`src/rtl/rgvd_pkg.sv`:
```
`default_nettype none
// ---------------------------------------------------------------------------
// rgvd_pkg
// Types, constants and helpers shared by the range gate voxel filter.
// ---------------------------------------------------------------------------
package rgvd_pkg;

    localparam int COORD_W    = 20;
    localparam int TAG_W      = 16;
    localparam int RANGE_W    = 19;
    localparam int LEAF_W     = 16;
    localparam int LIMIT_W    = 13;
    localparam int CFG_IDX_W  = 3;
    localparam int CFG_DATA_W = 19;

    localparam int MAX_POINTS = 4096;
    localparam int HASH_W     = 13;
    localparam int HASH_SLOTS = 2 ** HASH_W;
    localparam int KEY_W      = 3 * COORD_W;
    localparam int EPOCH_W    = 8;
    localparam int STEP_W     = 5;
    localparam int DIV_STEPS  = COORD_W;
    localparam int SQ_W       = 2 * COORD_W - 1;
    localparam int R2_W       = SQ_W + 2;
    localparam int RSQ_W      = 2 * RANGE_W;

    localparam logic [31:0] HASH_KX = 32'd73856093;
    localparam logic [31:0] HASH_KY = 32'd19349663;
    localparam logic [31:0] HASH_KZ = 32'd83492791;

    localparam logic [EPOCH_W-1:0] EPOCH_EMPTY = '0;
    localparam logic [EPOCH_W-1:0] EPOCH_FIRST = EPOCH_W'(1);
    localparam logic [EPOCH_W-1:0] EPOCH_LAST  = '1;

    typedef enum logic [CFG_IDX_W-1:0] {
        REG_MIN_RANGE = 3'd0,
        REG_MAX_RANGE = 3'd1,
        REG_BLIND     = 3'd2,
        REG_LEAF      = 3'd3,
        REG_MAX_PTS   = 3'd4
    } cfg_reg_t;

    typedef struct packed {
        logic                      scan_start;
        logic signed [COORD_W-1:0] x_mm;
        logic signed [COORD_W-1:0] y_mm;
        logic signed [COORD_W-1:0] z_mm;
        logic [TAG_W-1:0]          time_tag;
    } in_item_t;

    typedef struct packed {
        logic signed [COORD_W-1:0] out_x_mm;
        logic signed [COORD_W-1:0] out_y_mm;
        logic signed [COORD_W-1:0] out_z_mm;
        logic [TAG_W-1:0]          out_time_tag;
    } out_item_t;

    typedef struct packed {
        logic              load;
        logic              step;
        logic [STEP_W-1:0] step_idx;
        logic              probe_init;
        logic              probe_adv;
        logic              rd;
        logic              ins;
        logic              clr_wr;
        logic [HASH_W-1:0] clr_addr;
        logic              emit;
    } rgvd_cmd_t;

    typedef struct packed {
        logic scan_start;
        logic epoch_wrap;
        logic keep_ok;
        logic leaf_zero;
        logic slot_hit;
        logic slot_empty;
        logic out_busy;
    } rgvd_sts_t;

    function automatic logic [HASH_W-1:0] slot_hash(input logic [KEY_W-1:0] key);
        logic [HASH_W-1:0] hx;
        logic [HASH_W-1:0] hy;
        logic [HASH_W-1:0] hz;
        hx = HASH_W'(key[HASH_W-1:0] * HASH_KX[HASH_W-1:0]);
        hy = HASH_W'(key[COORD_W +: HASH_W] * HASH_KY[HASH_W-1:0]);
        hz = HASH_W'(key[2*COORD_W +: HASH_W] * HASH_KZ[HASH_W-1:0]);
        return hx ^ hy ^ hz;
    endfunction

endpackage
`default_nettype wire

```
`src/rtl/rgvd_ctrl.sv`:
```
`default_nettype none
// ---------------------------------------------------------------------------
// rgvd_ctrl
// Sequencer: clearing pass, arithmetic steps, gate decision, hash probing.
// ---------------------------------------------------------------------------
module rgvd_ctrl (
    input  wire logic                clk,
    input  wire logic                rst_n,
    input  wire logic                in_valid,
    output logic                     ready,
    input  wire rgvd_pkg::rgvd_sts_t sts,
    output rgvd_pkg::rgvd_cmd_t      cmd
);

    typedef enum logic [6:0] {
        ST_IDLE  = 7'b0000001,
        ST_CLEAR = 7'b0000010,
        ST_CALC  = 7'b0000100,
        ST_CHECK = 7'b0001000,
        ST_READ  = 7'b0010000,
        ST_CMP   = 7'b0100000,
        ST_EMIT  = 7'b1000000
    } state_t;

    state_t                          state_reg, state_next;
    logic [rgvd_pkg::STEP_W-1:0]     step_reg, step_next;
    logic [rgvd_pkg::HASH_W-1:0]     clr_reg, clr_next;
    logic                            pend_reg, pend_next;

    always_ff @(posedge clk or negedge rst_n)
    begin
        if (!rst_n)
        begin
            state_reg <= ST_CLEAR;
            step_reg  <= '0;
            clr_reg   <= '0;
            pend_reg  <= 1'b0;
        end
        else
        begin
            state_reg <= state_next;
            step_reg  <= step_next;
            clr_reg   <= clr_next;
            pend_reg  <= pend_next;
        end
    end

    assign ready = (state_reg == ST_IDLE);

    always_comb
    begin
        state_next   = state_reg;
        step_next    = step_reg;
        clr_next     = clr_reg;
        pend_next    = pend_reg;
        cmd          = '0;
        cmd.step_idx = step_reg;
        cmd.clr_addr = clr_reg;
        case (state_reg)
            ST_IDLE:
            begin
                if (in_valid)
                begin
                    cmd.load  = 1'b1;
                    step_next = '0;
                    if (sts.scan_start && sts.epoch_wrap)
                    begin
                        pend_next  = 1'b1;
                        clr_next   = '0;
                        state_next = ST_CLEAR;
                    end
                    else
                    begin
                        state_next = ST_CALC;
                    end
                end
            end
            ST_CLEAR:
            begin
                cmd.clr_wr = 1'b1;
                clr_next   = clr_reg + 1'b1;
                if (clr_reg == '1)
                begin
                    pend_next  = 1'b0;
                    state_next = pend_reg ? ST_CALC : ST_IDLE;
                end
            end
            ST_CALC:
            begin
                cmd.step  = 1'b1;
                step_next = step_reg + 1'b1;
                if (step_reg == rgvd_pkg::STEP_W'(rgvd_pkg::DIV_STEPS - 1))
                begin
                    state_next = ST_CHECK;
                end
            end
            ST_CHECK:
            begin
                if (!sts.keep_ok)
                begin
                    state_next = ST_IDLE;
                end
                else if (sts.leaf_zero)
                begin
                    state_next = ST_EMIT;
                end
                else
                begin
                    cmd.probe_init = 1'b1;
                    state_next     = ST_READ;
                end
            end
            ST_READ:
            begin
                cmd.rd     = 1'b1;
                state_next = ST_CMP;
            end
            ST_CMP:
            begin
                if (sts.slot_hit)
                begin
                    state_next = ST_IDLE;
                end
                else if (sts.slot_empty)
                begin
                    cmd.ins    = 1'b1;
                    state_next = ST_EMIT;
                end
                else
                begin
                    cmd.probe_adv = 1'b1;
                    state_next    = ST_READ;
                end
            end
            ST_EMIT:
            begin
                if (!sts.out_busy)
                begin
                    cmd.emit   = 1'b1;
                    state_next = ST_IDLE;
                end
            end
            default:
            begin
                state_next = ST_IDLE;
            end
        endcase
    end

endmodule
`default_nettype wire

```
`config.mk`:
```
export PLATFORM = sky130hd
export DESIGN_NAME = rgvd_ctrl
export DESIGN_NICKNAME = d
export VERILOG_FILES = /design/src/rtl/rgvd_pkg.sv /design/src/rtl/rgvd_ctrl.sv
export SDC_FILE = /design/constraint.sdc
export NUM_CORES = 1
export LEC_CHECK = 0
export BUFFER_PORTS_ARGS = -buffer_cell sky130_fd_sc_hd__buf_2
export CAP_MARGIN = 20
export CORE_MARGIN = 5
export CORE_UTILIZATION = 58
export DETAILED_ROUTE_END_ITERATION = 8
export MAX_ROUTING_LAYER = met4
export PLACE_DENSITY = 0.84
export RECOVER_POWER = 100
export SKIP_LAST_GASP = 1
export SYNTH_ARGS = -nofsm -noshare
export SYNTH_HDL_FRONTEND = slang
export SYNTH_SLANG_ARGS = --single-unit
```
`constraint.sdc`:
```
create_clock -name clk -period 5.2 [get_ports clk]
set_input_delay 1.04 -clock clk [delete_from_list [all_inputs] [get_ports clk]]
set_output_delay 1.04 -clock clk [all_outputs]
set_load 0.03 [all_outputs]
```
==> impl_metrics.toml <==
[run_status]
outcome = "finished clean"

[worst_setup_path]
required_ps = 4160
arrival_ps = 2630
endpoint_kind = "output port"
path_class = "reg -> out"
regToRegStartpoint = "state_reg[5]$_DFFE_PN0P_"
cp-start-kind = "flop"
r2r-end = "clr_reg[12]$_DFFE_PN0P_"
path_max_fanout = 17
rr_worst_depth = 5
ff2ff_setup_slack_ps = 2770

[sta]
tightest_slew_ps = 1378
setup-tns-final_ps = 0
fmaxAchievable_mhz = 272.6
clock_skew_ps = 3.458
rsz0062_at_grt = "false"
min_period_over_period = 0.7055
slew_violations = 0
slew-limit-headroom = 0.08118
setup_violations = 0
fin_crit_ps = 3669
hold_viol = 0

[finish]
antennaDiodeCount = 0
fin_nets = 226
drive_above_1_share = 0.09390
post-route-util = 0.6563
syn_to_final_growth_pct = 7.596
fillers = 247
finish.instance_area_sq_mm = 0.001826
largest_register_ffs = 13

[place]
place.gp.congestion = 0.8078
port_buffers = 36
hpwl_um = 2892
placed_area_sq_mm = 0.001834

[logic_synthesis]
ys_seq_elements = 26
synth_top_area_cell = "dfrtp_1"
syn_avg_cell_area_sq_um = 9.221
synthArstFlopShare = 1.000
netlist-cell-type-count = 58
synth.most_common_cell = "dfrtp_1"
synth-main-ff-cell = "dfrtp_1"
synth_nets = 196
netlist_top_cells_area = "dfrtp_1 37%, nand2_1 3.1%, nor2_1 2.9%"
ys_seq_area_frac = 0.3842
synth_area_sq_mm = 0.001697
synth_edf_count = 0
netlist.area_leader.share = 0.3687
synthTopCellsByCount = "25 x dfrtp_1, 14 x nand2_1, 13 x nor2_1, 9 x nand3_1, 8 x o21ai_0"
syn_inst = 184
synth_warnings = 0

[clock_tree]
clock-sinks = 26
cts.clk_slew.worst_paths_ps = 150
cts_buffer_depth = 2
htreeDepth = 1
cts_buffers = 3
cts-root-buf = "clkbuf_4"
tritoncts = "built"
ctsResizeCount = 0
hold_buffers = 0
post_cts_buffers = 0
clk_latency_ps = 330

[detailed_routing]
wl_per_cell_um = 16.72
routed_via_density = 6.447
drt_iter0_markers = 77
ant_nets = 0
dr.pass1.iters = 4
drt_wl_total_um = 4080
drt_drc_violations_left = 0
vias = 1573

[power_and_ir_drop]
leakage_nw = 0.7848
vdd_drop_max_uv = 426.4
powerDensity_mw_per_mm2 = 547.5

[job]
maxCapViolations = 0

[grt]
grt_pass1_wl_um = 6762
antenna_found_initial = 0
grt_max_degree = 27
grt_pass1_vias = 1490
grt_use_total = 0.2043
grt-ovfl-total = 0

[hold_path]
min_path_type = "reg -> reg"
min_from = "clr_reg[10]$_DFFE_PN0P_"
whs_endpoint = "clr_reg[10]$_DFFE_PN0P_"
hold_depth = 1

[die]
io_pins = 37
fp.dieH_um = 64.09
die_w_um = 64.09
dieArea_sq_mm = 0.004107
initial_utilization = 0.6100
rows = 19
core-area_sq_mm = 0.002781
-- report_power, final --
group	internal (mW)	total [mW]	switching, mW	leakage (nW)
combinational	0.157	0.494	0.337	0.413
clock	0.0780	0.143	0.0649	0.0279
sequential	0.265	0.363	0.0975	0.344
total	0.501	1.00	0.499	0.785
-- layer usage --
layer | track usage | part of all wire
met4 | 0.05714 | 0.020
met3 | 0.05604 | 0.094
met2 | 0.3116 | 0.46
met5 | - | 0
met1 | 0.2664 | 0.42
-- cell usage in the layout (no fill, tap or decap), types with 3 or more instances in the layout --
cell type,Yosys,layout
a211oi_1,4,4
a21oi_1,4,4
a31oi_1,4,4
and2b_1,3,3
and3_1,3,3
and3b_1,3,3
and4_1,5,5
buf_2,5,9
clkbuf_1,2,28
clkbuf_4,0,3
dfrtp_1,25,25
inv_1,5,6
nand2_1,14,14
nand3_1,9,10
nand4_1,7,7
nor2_1,13,13
nor4_1,2,3
o211ai_1,4,4
o21ai_0,8,9
o31ai_1,4,4
or3_1,3,3
or4_1,4,4
xor2_1,4,4
-- logic make-up after synthesis --
family / Yosys count / share of synthesized area
xor+xnor: 5 / 0.02581
compound gates: 39 / 0.1534
fa+ha+maj: 2 / 0.01475
mux: 2 / 0.01254
simple gates: 92 / 0.3481
buf+inv: 18 / 0.06120
flops: 26 / 0.3842
-- worst max path at each step --
stage / from / endpoint / slack [ps]
finish: state_reg[5]$_DFFE_PN0P_ / cmd[14] / 1530
floorplan: state_reg[5]$_DFFE_PN0P_ / cmd[0] / 2040
detailed placement: sts[6] / clr_reg[12]$_DFFE_PN0P_ / 2460
global placement: in_valid / cmd[25] / 2490
CTS: state_reg[5]$_DFFE_PN0P_ / cmd[0] / 2110
global route: state_reg[3]$_DFFE_PN0P_ / cmd[14] / 1270
-- critical path: stages, from the launching register on --
cell,delay (ps)
dfrtp_1,510
nor3_1,550
nand3_1,370
inv_1,500
clkbuf_1,360
-- cell type report --
class,count,area [sq um],area share
multi-input cells,140,909.6,0.4983
flip-flops and latches,26,651.9,0.3571
repair buffers,37,150.1,0.08225
well taps,31,38.79,0.02125
clock inverters,1,30.03,0.01645
clock buffers,3,22.52,0.01234
inverters,6,22.52,0.01234
-- through the flow --
step	power, mW	setup slack, ps	hold slack, ps	std cells
final	0.9995	1531	540.2	244
after global routing	1.075	1274	592.7	244
after CTS	1.025	2115	550.5	243
after detailed placement	0.8840	2459	529.5	239
after global placement	0.8619	2486	503.1	239
after floorplan	0.7753	2037	512.7	184
No activity file was read; power rests on OpenSTA's default activity.
